## config.mk

```make
export PLATFORM = sky130hd
export DESIGN_NAME = ohmmeter_autorange_voter_unit
export DESIGN_NICKNAME = d
export VERILOG_FILES = /design/src/hw/rtl/oarv_pkg.sv /design/src/hw/rtl/oarv_front.sv /design/src/hw/rtl/oarv_queue.sv /design/src/hw/rtl/oarv_back.sv /design/src/hw/rtl/ohmmeter_autorange_voter_unit.sv
export SDC_FILE = /design/constraint.sdc
export NUM_CORES = 1
export LEC_CHECK = 0
export BUFFER_PORTS_ARGS = -buffer_cell sky130_fd_sc_hd__buf_2
export CELL_PAD_IN_SITES_DETAIL_PLACEMENT = 1
export CELL_PAD_IN_SITES_GLOBAL_PLACEMENT = 1
export CORE_ASPECT_RATIO = 0.6
export CORE_UTILIZATION = 45
export DETAILED_ROUTE_END_ITERATION = 16
export GPL_TIMING_DRIVEN = 0
export PLACE_DENSITY = 0.8
export SYNTH_ARGS = -nofsm -noshare
export SYNTH_HDL_FRONTEND = slang
export SYNTH_HIERARCHICAL = 1
export SYNTH_SLANG_ARGS = --single-unit
```

## constraint.sdc

```tcl
create_clock -name i_clk -period 5.63 [get_ports i_clk]
set_input_delay 0.563 -clock i_clk [delete_from_list [all_inputs] [get_ports i_clk]]
set_output_delay 0.563 -clock i_clk [all_outputs]
set_load 0.01 [all_outputs]
```

## src/hw/rtl/oarv_pkg.sv

```systemverilog
// Shared types, constants and register codes for the ohmmeter autorange voter.
// Used by every module of the block; depends on nothing else.
`timescale 1ns / 1ps
`default_nettype none

package oarv_pkg;

    localparam int unsigned TIME_BITS_DEF = 32;
    localparam int unsigned QUEUE_DEPTH   = 2;
    localparam int unsigned NUM_RANGES    = 4;

    localparam logic [1:0] WIN_NORMAL  = 2'd0;
    localparam logic [1:0] WIN_SHORT   = 2'd1;
    localparam logic [1:0] WIN_OPEN    = 2'd2;
    localparam logic [1:0] WIN_INVALID = 2'd3;

    localparam logic [1:0] RANGE_200  = 2'd0;
    localparam logic [1:0] RANGE_20K  = 2'd2;
    localparam logic [1:0] RANGE_200K = 2'd3;

    localparam logic [2:0] REG_UP_R200     = 3'd0;
    localparam logic [2:0] REG_UP_R2K      = 3'd1;
    localparam logic [2:0] REG_UP_R20K     = 3'd2;
    localparam logic [2:0] REG_DOWN_R2K    = 3'd3;
    localparam logic [2:0] REG_DOWN_R20K   = 3'd4;
    localparam logic [2:0] REG_DOWN_R200K  = 3'd5;
    localparam logic [2:0] REG_VOTES       = 3'd6;
    localparam logic [2:0] REG_SETTLE      = 3'd7;

    localparam logic [31:0] RST_UP_R200    = 32'd3120;
    localparam logic [31:0] RST_UP_R2K     = 32'd31200;
    localparam logic [31:0] RST_UP_R20K    = 32'd312000;
    localparam logic [31:0] RST_DOWN_R2K   = 32'd2880;
    localparam logic [31:0] RST_DOWN_R20K  = 32'd28800;
    localparam logic [31:0] RST_DOWN_R200K = 32'd288000;
    localparam logic [3:0]  RST_VOTES      = 4'd3;
    localparam logic [15:0] RST_SETTLE     = 16'd120;

    typedef enum logic [1:0] {
        MODE_IDLE   = 2'd0,
        MODE_TRACK  = 2'd1,
        MODE_SETTLE = 2'd2
    } t_mode;

    typedef enum logic [1:0] {
        DIR_NONE = 2'd0,
        DIR_UP   = 2'd1,
        DIR_DOWN = 2'd2
    } t_dir;

    typedef struct packed {
        logic [31:0] up_r200;
        logic [31:0] up_r2k;
        logic [31:0] up_r20k;
        logic [31:0] down_r2k;
        logic [31:0] down_r20k;
        logic [31:0] down_r200k;
        logic [3:0]  votes_needed;
        logic [15:0] settle_ticks;
    } t_cfg;

    typedef struct packed {
        logic        sample_valid;
        logic [1:0]  window;
        logic        calc_ok;
        logic [31:0] resistance;
        t_dir [NUM_RANGES-1:0] dir;
    } t_cls;

    typedef struct packed {
        logic        settle_flag;
        logic [1:0]  cur_range;
        logic [3:0]  up_votes;
        logic [3:0]  down_votes;
        logic        value_valid;
        logic [1:0]  window;
        logic        calc_ok;
        logic [31:0] resistance;
    } t_res;

endpackage

`default_nettype wire

```

## src/hw/rtl/oarv_front.sv

```systemverilog
// Front end: classifies one measurement beat into a vote direction for each range.
// Depends on oarv_pkg.
`timescale 1ns / 1ps
`default_nettype none

module oarv_front (
    input  wire oarv_pkg::t_cfg i_cfg,
    input  wire                 i_sample_valid,
    input  wire [1:0]           i_window,
    input  wire                 i_calc_ok,
    input  wire [31:0]          i_resistance,
    output oarv_pkg::t_cls      o_cls
);
    import oarv_pkg::*;

    logic [31:0] up_lim [NUM_RANGES];
    logic [31:0] dn_lim [NUM_RANGES];

    assign up_lim[0] = i_cfg.up_r200;
    assign up_lim[1] = i_cfg.up_r2k;
    assign up_lim[2] = i_cfg.up_r20k;
    assign up_lim[3] = '0;
    assign dn_lim[0] = '0;
    assign dn_lim[1] = i_cfg.down_r2k;
    assign dn_lim[2] = i_cfg.down_r20k;
    assign dn_lim[3] = i_cfg.down_r200k;

    always_comb begin
        o_cls.sample_valid = i_sample_valid;
        o_cls.window       = i_window;
        o_cls.calc_ok      = i_calc_ok;
        o_cls.resistance   = i_calc_ok ? i_resistance : '0;
        for (int r = 0; r < NUM_RANGES; r++) begin
            if (i_window == WIN_SHORT) begin
                o_cls.dir[r] = DIR_DOWN;
            end else if (i_window == WIN_OPEN) begin
                o_cls.dir[r] = DIR_UP;
            end else if (!i_calc_ok) begin
                o_cls.dir[r] = DIR_NONE;
            end else if ((r != NUM_RANGES - 1) && (i_resistance > up_lim[r])) begin
                o_cls.dir[r] = DIR_UP;
            end else if ((dn_lim[r] != '0) && (i_resistance < dn_lim[r])) begin
                o_cls.dir[r] = DIR_DOWN;
            end else begin
                o_cls.dir[r] = DIR_NONE;
            end
        end
    end

endmodule

`default_nettype wire

```

## src/hw/rtl/oarv_queue.sv

```systemverilog
// Short queue between the classifier and the range controller.
// Depends on oarv_pkg for its depth.
`timescale 1ns / 1ps
`default_nettype none

module oarv_queue #(
    parameter int unsigned WIDTH = 64
) (
    input  wire              i_clk,
    input  wire              i_rst_n,
    input  wire              i_push,
    input  wire [WIDTH-1:0]  i_data,
    input  wire              i_pop,
    output logic             o_full,
    output logic             o_nonempty,
    output logic [WIDTH-1:0] o_data
);
    import oarv_pkg::*;

    localparam int unsigned PTR_W = (QUEUE_DEPTH > 1) ? $clog2(QUEUE_DEPTH) : 1;
    localparam int unsigned CNT_W = $clog2(QUEUE_DEPTH + 1);
    localparam logic [PTR_W-1:0] LAST = PTR_W'(QUEUE_DEPTH - 1);

    logic [WIDTH-1:0] r_mem [QUEUE_DEPTH];
    logic [PTR_W-1:0] r_wr_ptr, n_wr_ptr;
    logic [PTR_W-1:0] r_rd_ptr, n_rd_ptr;
    logic [CNT_W-1:0] r_count, n_count;

    always_comb begin
        n_wr_ptr = r_wr_ptr;
        n_rd_ptr = r_rd_ptr;
        n_count  = r_count;
        if (i_push) begin
            n_wr_ptr = (r_wr_ptr == LAST) ? '0 : r_wr_ptr + 1'b1;
        end
        if (i_pop) begin
            n_rd_ptr = (r_rd_ptr == LAST) ? '0 : r_rd_ptr + 1'b1;
        end
        if (i_push && !i_pop) begin
            n_count = r_count + 1'b1;
        end else if (!i_push && i_pop) begin
            n_count = r_count - 1'b1;
        end
    end

    always_ff @(posedge i_clk) begin
        if (!i_rst_n) begin
            r_wr_ptr <= '0;
            r_rd_ptr <= '0;
            r_count  <= '0;
        end else begin
            r_wr_ptr <= n_wr_ptr;
            r_rd_ptr <= n_rd_ptr;
            r_count  <= n_count;
        end
    end

    always_ff @(posedge i_clk) begin
        if (i_push) begin
            r_mem[r_wr_ptr] <= i_data;
        end
    end

    assign o_full     = (r_count == CNT_W'(QUEUE_DEPTH));
    assign o_nonempty = (r_count != '0);
    assign o_data     = r_mem[r_rd_ptr];

endmodule

`default_nettype wire

```

## src/hw/rtl/oarv_back.sv

```systemverilog
// Range controller: vote counting, range switching, settle hold and the output register.
// Depends on oarv_pkg.
`timescale 1ns / 1ps
`default_nettype none

module oarv_back #(
    parameter int unsigned TIME_BITS = oarv_pkg::TIME_BITS_DEF
) (
    input  wire                  i_clk,
    input  wire                  i_rst_n,
    input  wire oarv_pkg::t_cfg  i_cfg,
    input  wire                  i_q_nonempty,
    input  wire [TIME_BITS-1:0]  i_q_time,
    input  wire oarv_pkg::t_cls  i_q_cls,
    output logic                 o_q_pop,
    input  wire                  i_out_stall,
    output logic                 o_out_valid,
    output oarv_pkg::t_res       o_res
);
    import oarv_pkg::*;

    t_mode          r_mode, n_mode;
    logic [1:0]     r_range, n_range;
    logic [3:0]     r_up, n_up;
    logic [3:0]     r_dn, n_dn;
    logic [TIME_BITS-1:0] r_deadline, n_deadline;
    logic           r_hold, n_hold;
    logic [31:0]    r_held_res, n_held_res;
    logic [1:0]     r_held_win, n_held_win;
    logic           r_held_valid, n_held_valid;
    logic           r_held_cok, n_held_cok;
    logic           r_out_valid, n_out_valid;
    t_res           r_out, n_out;

    logic [TIME_BITS-1:0] diff;
    logic           settle_wait;
    logic           do_switch;
    t_dir           dir;

    assign o_q_pop = i_q_nonempty && (!r_out_valid || !i_out_stall);
    assign diff    = i_q_time - r_deadline;
    assign dir     = i_q_cls.dir[r_range];

    always_comb begin
        n_mode       = r_mode;
        n_range      = r_range;
        n_up         = r_up;
        n_dn         = r_dn;
        n_deadline   = r_deadline;
        n_hold       = r_hold;
        n_held_res   = r_held_res;
        n_held_win   = r_held_win;
        n_held_valid = r_held_valid;
        n_held_cok   = r_held_cok;
        n_out        = r_out;
        n_out_valid  = r_out_valid && i_out_stall;
        settle_wait  = (r_mode == MODE_SETTLE) && diff[TIME_BITS-1];
        do_switch    = 1'b0;

        if (o_q_pop) begin
            n_out_valid = 1'b1;
            if (r_mode == MODE_IDLE) begin
                n_up       = '0;
                n_dn       = '0;
                n_hold     = 1'b0;
                n_deadline = '0;
                n_mode     = MODE_TRACK;
            end

            if (settle_wait) begin
                n_out.settle_flag = 1'b1;
                n_out.cur_range   = r_range;
                n_out.up_votes    = r_up;
                n_out.down_votes  = r_dn;
                n_out.value_valid = r_hold ? r_held_valid : 1'b0;
                n_out.window      = r_hold ? r_held_win : WIN_NORMAL;
                n_out.calc_ok     = r_hold ? r_held_cok : 1'b0;
                n_out.resistance  = r_hold ? r_held_res : '0;
            end else begin
                if (r_mode == MODE_SETTLE) begin
                    n_mode = MODE_TRACK;
                    n_hold = 1'b0;
                end
                if (i_q_cls.sample_valid) begin
                    unique case (dir)
                        DIR_UP: begin
                            if (r_range == RANGE_200K) begin
                                n_up = '0;
                                n_dn = '0;
                            end else begin
                                n_up = n_up + 1'b1;
                                n_dn = '0;
                                if (n_up >= i_cfg.votes_needed) begin
                                    n_range   = r_range + 1'b1;
                                    do_switch = 1'b1;
                                end
                            end
                        end
                        DIR_DOWN: begin
                            if (r_range == RANGE_200) begin
                                n_up = '0;
                                n_dn = '0;
                            end else begin
                                n_dn = n_dn + 1'b1;
                                n_up = '0;
                                if (n_dn >= i_cfg.votes_needed) begin
                                    n_range   = r_range - 1'b1;
                                    do_switch = 1'b1;
                                end
                            end
                        end
                        default: begin
                            n_up = '0;
                            n_dn = '0;
                        end
                    endcase
                    if (do_switch) begin
                        n_held_res   = i_q_cls.resistance;
                        n_held_win   = i_q_cls.window;
                        n_held_valid = 1'b1;
                        n_held_cok   = i_q_cls.calc_ok;
                        n_hold       = 1'b1;
                        n_up         = '0;
                        n_dn         = '0;
                        n_deadline   = i_q_time + TIME_BITS'(i_cfg.settle_ticks);
                        n_mode       = MODE_SETTLE;
                    end
                end
                n_out.settle_flag = 1'b0;
                n_out.cur_range   = n_range;
                n_out.up_votes    = n_up;
                n_out.down_votes  = n_dn;
                n_out.value_valid = i_q_cls.sample_valid;
                n_out.window      = i_q_cls.sample_valid ? i_q_cls.window : WIN_INVALID;
                n_out.calc_ok     = i_q_cls.sample_valid && i_q_cls.calc_ok;
                n_out.resistance  = i_q_cls.sample_valid ? i_q_cls.resistance : '0;
            end
        end
    end

    always_ff @(posedge i_clk) begin
        if (!i_rst_n) begin
            r_mode       <= MODE_IDLE;
            r_range      <= RANGE_20K;
            r_up         <= '0;
            r_dn         <= '0;
            r_deadline   <= '0;
            r_hold       <= 1'b0;
            r_held_res   <= '0;
            r_held_win   <= '0;
            r_held_valid <= 1'b0;
            r_held_cok   <= 1'b0;
            r_out_valid  <= 1'b0;
        end else begin
            r_mode       <= n_mode;
            r_range      <= n_range;
            r_up         <= n_up;
            r_dn         <= n_dn;
            r_deadline   <= n_deadline;
            r_hold       <= n_hold;
            r_held_res   <= n_held_res;
            r_held_win   <= n_held_win;
            r_held_valid <= n_held_valid;
            r_held_cok   <= n_held_cok;
            r_out_valid  <= n_out_valid;
        end
    end

    always_ff @(posedge i_clk) begin
        r_out <= n_out;
    end

    assign o_out_valid = r_out_valid;
    assign o_res       = r_out;

endmodule

`default_nettype wire

```

## src/hw/rtl/ohmmeter_autorange_voter_unit.sv

```systemverilog
// Top level of the ohmmeter autorange voter: configuration registers, classifier,
// queue and range controller. Depends on oarv_pkg, oarv_front, oarv_queue, oarv_back.
//
//   Channel   Direction  Handshake                  Payload
//   input     in         i_in_valid / o_in_stall    time_ms, sample_valid, window,
//                                                   calc_ok, resistance
//   output    out        o_out_valid / i_out_stall  in_settle ... resistance_out
//   config    in         i_cfg_valid / o_cfg_ready  i_cfg_index, i_cfg_data
//
// One beat is accepted per clock while the queue is not full; its result passes the queue and then the output register.
// The two-entry queue and the output register set the latency and absorb output stalls.
// Reset is synchronous and active low; no clearing pass follows it.
// The input stalls only when the queue is full.
`timescale 1ns / 1ps
`default_nettype none

module ohmmeter_autorange_voter_unit #(
    parameter int unsigned TIME_BITS = oarv_pkg::TIME_BITS_DEF
) (
    input  wire                  i_clk,
    input  wire                  i_rst_n,
    input  wire                  i_in_valid,
    output logic                 o_in_stall,
    input  wire [TIME_BITS-1:0]  i_time_ms,
    input  wire                  i_sample_valid,
    input  wire [1:0]            i_window,
    input  wire                  i_calc_ok,
    input  wire [31:0]           i_resistance,
    output logic                 o_out_valid,
    input  wire                  i_out_stall,
    output logic                 o_in_settle,
    output logic [1:0]           o_range_out,
    output logic [3:0]           o_up_votes_out,
    output logic [3:0]           o_down_votes_out,
    output logic                 o_value_valid,
    output logic [1:0]           o_window_out,
    output logic                 o_calc_ok_out,
    output logic [31:0]          o_resistance_out,
    input  wire                  i_cfg_valid,
    output logic                 o_cfg_ready,
    input  wire [2:0]            i_cfg_index,
    input  wire [31:0]           i_cfg_data
);
    import oarv_pkg::*;

    localparam int unsigned Q_W = TIME_BITS + $bits(t_cls);

    t_cfg            r_cfg;
    t_cls            cls;
    t_cls            q_cls;
    t_res            res;
    logic [Q_W-1:0]  q_out;
    logic [TIME_BITS-1:0] q_time;
    logic            q_full, q_nonempty, q_pop, push;

    assign o_cfg_ready = 1'b1;

    always_ff @(posedge i_clk) begin
        if (!i_rst_n) begin
            r_cfg.up_r200      <= RST_UP_R200;
            r_cfg.up_r2k       <= RST_UP_R2K;
            r_cfg.up_r20k      <= RST_UP_R20K;
            r_cfg.down_r2k     <= RST_DOWN_R2K;
            r_cfg.down_r20k    <= RST_DOWN_R20K;
            r_cfg.down_r200k   <= RST_DOWN_R200K;
            r_cfg.votes_needed <= RST_VOTES;
            r_cfg.settle_ticks <= RST_SETTLE;
        end else if (i_cfg_valid && o_cfg_ready) begin
            unique case (i_cfg_index)
                REG_UP_R200:    r_cfg.up_r200      <= i_cfg_data;
                REG_UP_R2K:     r_cfg.up_r2k       <= i_cfg_data;
                REG_UP_R20K:    r_cfg.up_r20k      <= i_cfg_data;
                REG_DOWN_R2K:   r_cfg.down_r2k     <= i_cfg_data;
                REG_DOWN_R20K:  r_cfg.down_r20k    <= i_cfg_data;
                REG_DOWN_R200K: r_cfg.down_r200k   <= i_cfg_data;
                REG_VOTES:      r_cfg.votes_needed <= i_cfg_data[3:0];
                REG_SETTLE:     r_cfg.settle_ticks <= i_cfg_data[15:0];
                default: ;
            endcase
        end
    end

    oarv_front u_front (
        .i_cfg          (r_cfg),
        .i_sample_valid (i_sample_valid),
        .i_window       (i_window),
        .i_calc_ok      (i_calc_ok),
        .i_resistance   (i_resistance),
        .o_cls          (cls)
    );

    assign o_in_stall = q_full;
    assign push       = i_in_valid && !q_full;

    oarv_queue #(
        .WIDTH (Q_W)
    ) u_queue (
        .i_clk      (i_clk),
        .i_rst_n    (i_rst_n),
        .i_push     (push),
        .i_data     ({i_time_ms, cls}),
        .i_pop      (q_pop),
        .o_full     (q_full),
        .o_nonempty (q_nonempty),
        .o_data     (q_out)
    );

    assign q_time = q_out[Q_W-1 -: TIME_BITS];
    assign q_cls  = q_out[$bits(t_cls)-1:0];

    oarv_back #(
        .TIME_BITS (TIME_BITS)
    ) u_back (
        .i_clk        (i_clk),
        .i_rst_n      (i_rst_n),
        .i_cfg        (r_cfg),
        .i_q_nonempty (q_nonempty),
        .i_q_time     (q_time),
        .i_q_cls      (q_cls),
        .o_q_pop      (q_pop),
        .i_out_stall  (i_out_stall),
        .o_out_valid  (o_out_valid),
        .o_res        (res)
    );

    assign o_in_settle      = res.settle_flag;
    assign o_range_out      = res.cur_range;
    assign o_up_votes_out   = res.up_votes;
    assign o_down_votes_out = res.down_votes;
    assign o_value_valid    = res.value_valid;
    assign o_window_out     = res.window;
    assign o_calc_ok_out    = res.calc_ok;
    assign o_resistance_out = res.resistance;

endmodule

`default_nettype wire

```

==> results.sh <==
export IMPL_distinct_cell_type_count_after_synthesis=85
export IMPL_min_to="u_queue/r_mem[1][40]$_DFFE_PP_"
export IMPL_drt_pass1_iterations=5
export IMPL_worst_r2r_endpoint="u_back/r_held_res[9]$_SDFFE_PN0P_"
export IMPL_initialDrtViolationCount=1763
export IMPL_vias_in_the_first_global_route=21280
export IMPL_final_min_clock_period_ps=4758
export IMPL_crit_path_max_incr_delay_ps=480
export IMPL_synth_compound_area_share_pct=10.79
export IMPL_ctsLongestPathBuffers=3
export IMPL_finalSetupViolations=0
export IMPL_max_cap_violations=0
export IMPL_tns_ps=0
export IMPL_yosys_area_top_type="sky130_fd_sc_hd__dfxtp_1"
export IMPL_register_area_share_after_synthesis_pct=45.44
export IMPL_timing_worst_setup_path_type="flop to flop"
export IMPL_timing_hold_worst_start="i_calc_ok"
export IMPL_ctsResizeCount=0
export IMPL_post_detailed_placement_half_perimeter_wirelength_um=66470
export IMPL_mappedNetlistArea_um2=26320
export IMPL_synthFlopType="sky130_fd_sc_hd__dfxtp_1"
export IMPL_leakage_nw=12.38
export IMPL_vias_per_cell=5.864
export IMPL_post_cts_buffers=0
export IMPL_die_w_um=314.2
export IMPL_placement_rows=68
export IMPL_routabilityCongestion=0.9414
export IMPL_cts_inserted_buffers=49
export IMPL_critical_path_buf_inv_count=4
export IMPL_power_density_cell_area_nw_per_um2=348.6
export IMPL_cpMaxStageDelayCell="sky130_fd_sc_hd__nor2_1"
export IMPL_synth_area_per_cell_um2=10.44
export IMPL_critical_path_startpoint="u_back/r_mode[0]$_SDFFE_PN0P_"
export IMPL_syn_nets=2877
export IMPL_worstMarginPinSlew_ps=977.8
export IMPL_clk_pin_slew_worst_paths_ps=70
export IMPL_synth_fa_ha_area_share_pct=11.77
export IMPL_final_max_slew_viol_count=0
export IMPL_hold_worst_slack_ps=144.7
export IMPL_grt_setup_unrepaired="false"
export IMPL_remaining_drc_errors=0
export IMPL_critical_path_cell_chain="clkbuf_1, nor2_1, clkbuf_1, nor2_1, ha_1, a21oi_1, or3b_2, nand2_1, nor2_1, nor2_1, nand2_1, clkbuf_1, clkbuf_1, o21ai_0, a21oi_1"
export IMPL_syn_to_final_growth_pct=13.19
export IMPL_yosys_cell_count_top_type="sky130_fd_sc_hd__dfxtp_1"
export IMPL_yosys_top_cells_count="sky130_fd_sc_hd__dfxtp_1, sky130_fd_sc_hd__nand2_1, sky130_fd_sc_hd__ha_1"
export IMPL_run_status="finished, final reports clean"
export IMPL_final_nets=3086
export IMPL_worst_endpoint_required_ps=6100
export IMPL_yosys_warnings=6
export IMPL_arrival_ps=5230
export IMPL_ff2ff_path_depth=15
export IMPL_muxShareOfSynthArea_pct=12.05
export IMPL_final_antenna_net_count=0
export IMPL_clock_tree_htree_level_count=2
export IMPL_clock_skew_ps=19.88
export IMPL_cts_root_buffer_cell="sky130_fd_sc_hd__clkbuf_16"
export IMPL_total_number_of_clock_tree_sinks=498
export IMPL_hold_viol_final=0
export IMPL_fmaxAchievable_mhz=210.2
export IMPL_start_util_pct=45.70
export IMPL_routed_via_count=20770
export IMPL_port_buffers=154
export IMPL_core_region_area_um2=57600
export IMPL_timing_critical_path_max_delay_family="simple AND/OR/NAND/NOR gates"
export IMPL_route_final_wire_length_um=87900
export IMPL_post_synth_top_area_fraction_pct=22.74
export IMPL_synth_async_sr_flop_share_pct=0
export IMPL_clk_insertion_delay_late_ps=600
export IMPL_dieHeight_um=189.3
export IMPL_worst_max_slew_margin_expressed_relative_to_the_limit_pct=34.67
export IMPL_r2r_setup_slack_ps=870
export IMPL_timing_critical_path_to_type="flop"
export IMPL_die_area_um2=59500
export IMPL_total_track_usage_pct=29.21
export IMPL_global_route_wire_length_before_repair_um=130400
export IMPL_congestion_overflow_gr=0
export IMPL_synth_simple_area_share_pct=12.88
export IMPL_layout_cell_share_with_drive_strength_beyond_1_pct=14.52
export IMPL_crit_path_max_fanout=10
export IMPL_synth_top_family_by_area="simple AND/OR/NAND/NOR gates"
export IMPL_avgRoutedWirePerCell_um=24.82
export IMPL_post_layout_total_power_w=0.01039
export IMPL_grt_max_degree=57
export IMPL_cp_start_kind="flop"
export IMPL_r2r_start="u_back/r_mode[0]$_SDFFE_PN0P_"
export IMPL_hold_path_class="primary input to flop"
export IMPL_synth_xor_area_share_pct=1.165
export IMPL_synth_edf_count=199
export IMPL_syn_instance_count=2522
export IMPL_tritoncts="yes"
export IMPL_final_min_period_over_clock_period_pct=84.52
export IMPL_count_of_hold_fix_buffers_inserted_at_cts=0
export IMPL_max_vdd_ir_drop_mv=0.2054
export IMPL_initial_antenna_violation_count=4
export IMPL_worst_hold_path_num_cells=1
export IMPL_postSynthRegisterBits=498
export IMPL_io_pins=158
export IMPL_netlist_top_cells_area="sky130_fd_sc_hd__dfxtp_1, sky130_fd_sc_hd__edfxtp_1, sky130_fd_sc_hd__ha_1"
-- registers in the layout, summed over array words and instances (netlist names), 2 cells and up, named ones only --
name	cells
u_back/r_range	2
u_queue/r_count	2
u_back/r_held_res	32
u_back/r_up	4
u_back/o_res	47
u_back/r_held_win	2
r_cfg	212
u_back/r_mode	2
u_back/r_dn	4
u_back/r_deadline	32
u_queue/r_mem	152
-- logic make-up after synthesis --
logic type | after synthesis
xor+xnor | 35
mux | 290
other cells | 1
flops | 498
buf+inv | 356
compound gates | 429
fa+ha+maj | 247
simple gates | 666
-- stage by stage --
| step | area [µm²] | setup slack (ps) | utilization, % | instances |
|---|---|---|---|---|
| 2_1_floorplan | 26320 | 910.3 | - | 2522 |
| 6_report | 29790 | 871.8 | 51.73 | 3542 |
| 4_1_cts | 29790 | 998.2 | 51.71 | 3539 |
| 3_3_place_gp | 28060 | -1309 | 48.71 | 3446 |
| 3_5_place_dp | 28150 | 1008 | 48.87 | 3450 |
| 5_1_grt | 29790 | 653.6 | 51.72 | 3540 |
-- power breakdown --
part / switching, W / internal, W / total [W]
clock network: 0.00152 / 0.00189 / 0.00341
logic: 0.00161 / 0.00100 / 0.00262
registers: 0.000134 / 0.00423 / 0.00436
-- how the worst max path moves through the flow --
stage | to | cells past startpoint | slack (ps)
5_1_grt | u_back/r_held_res[9]$_SDFFE_PN0P_ | 15 | 650
3_3_place_gp | u_queue/r_mem[0][53]$_DFFE_PP_ | 3 | -1310
2_1_floorplan | u_queue/r_mem[0][0]$_DFFE_PP_ | 2 | 910
6_report | u_back/r_held_res[9]$_SDFFE_PN0P_ | 15 | 870
3_5_place_dp | u_back/o_res[31]$_DFFE_PP_ | 14 | 1010
4_1_cts | u_back/o_res[32]$_DFFE_PP_ | 14 | 1000
-- layout by cell type, fill, tap and decap left out, types with 56 or more instances in the layout --
cell	netlist	final
sky130_fd_sc_hd__nand3_1	68	68
sky130_fd_sc_hd__a21oi_1	154	154
sky130_fd_sc_hd__edfxtp_1	199	199
sky130_fd_sc_hd__nor2_1	56	56
sky130_fd_sc_hd__clkbuf_1	55	59
sky130_fd_sc_hd__buf_2	25	180
sky130_fd_sc_hd__a22o_1	61	61
sky130_fd_sc_hd__inv_1	237	237
sky130_fd_sc_hd__nand2_1	274	274
sky130_fd_sc_hd__ha_1	246	246
sky130_fd_sc_hd__o21ai_0	80	80
sky130_fd_sc_hd__nor2b_1	72	71
sky130_fd_sc_hd__mux2i_1	212	212
sky130_fd_sc_hd__dfxtp_1	299	299
-- per-layer routing --
metal	wire length, µm	global-route usage, %	up-vias	share of wire (%)
met2	36770	43.08	761	42
met1	41540	42.49	10450	47
met3	7682	6.977	116	8.7
li1	-	-	9444	-
met4	1891	7.486	2	2.2
met5	13	0.1623	-	0.015
-- layout make-up --
type / count / area, µm²
tap: 770 / 963.4
fill: 6379 / 27810
inverter: 239 / 898.4
antenna: 3 / 7.507
clock inverter: 27 / 260.3
buffer: 117 / 654.4
multi-input combinational: 1668 / 12820
sequential: 498 / 11960
timing repair buffer: 158 / 850.8
clock buffer: 62 / 1379
Note: power is estimated with default switching activity, not from simulation.
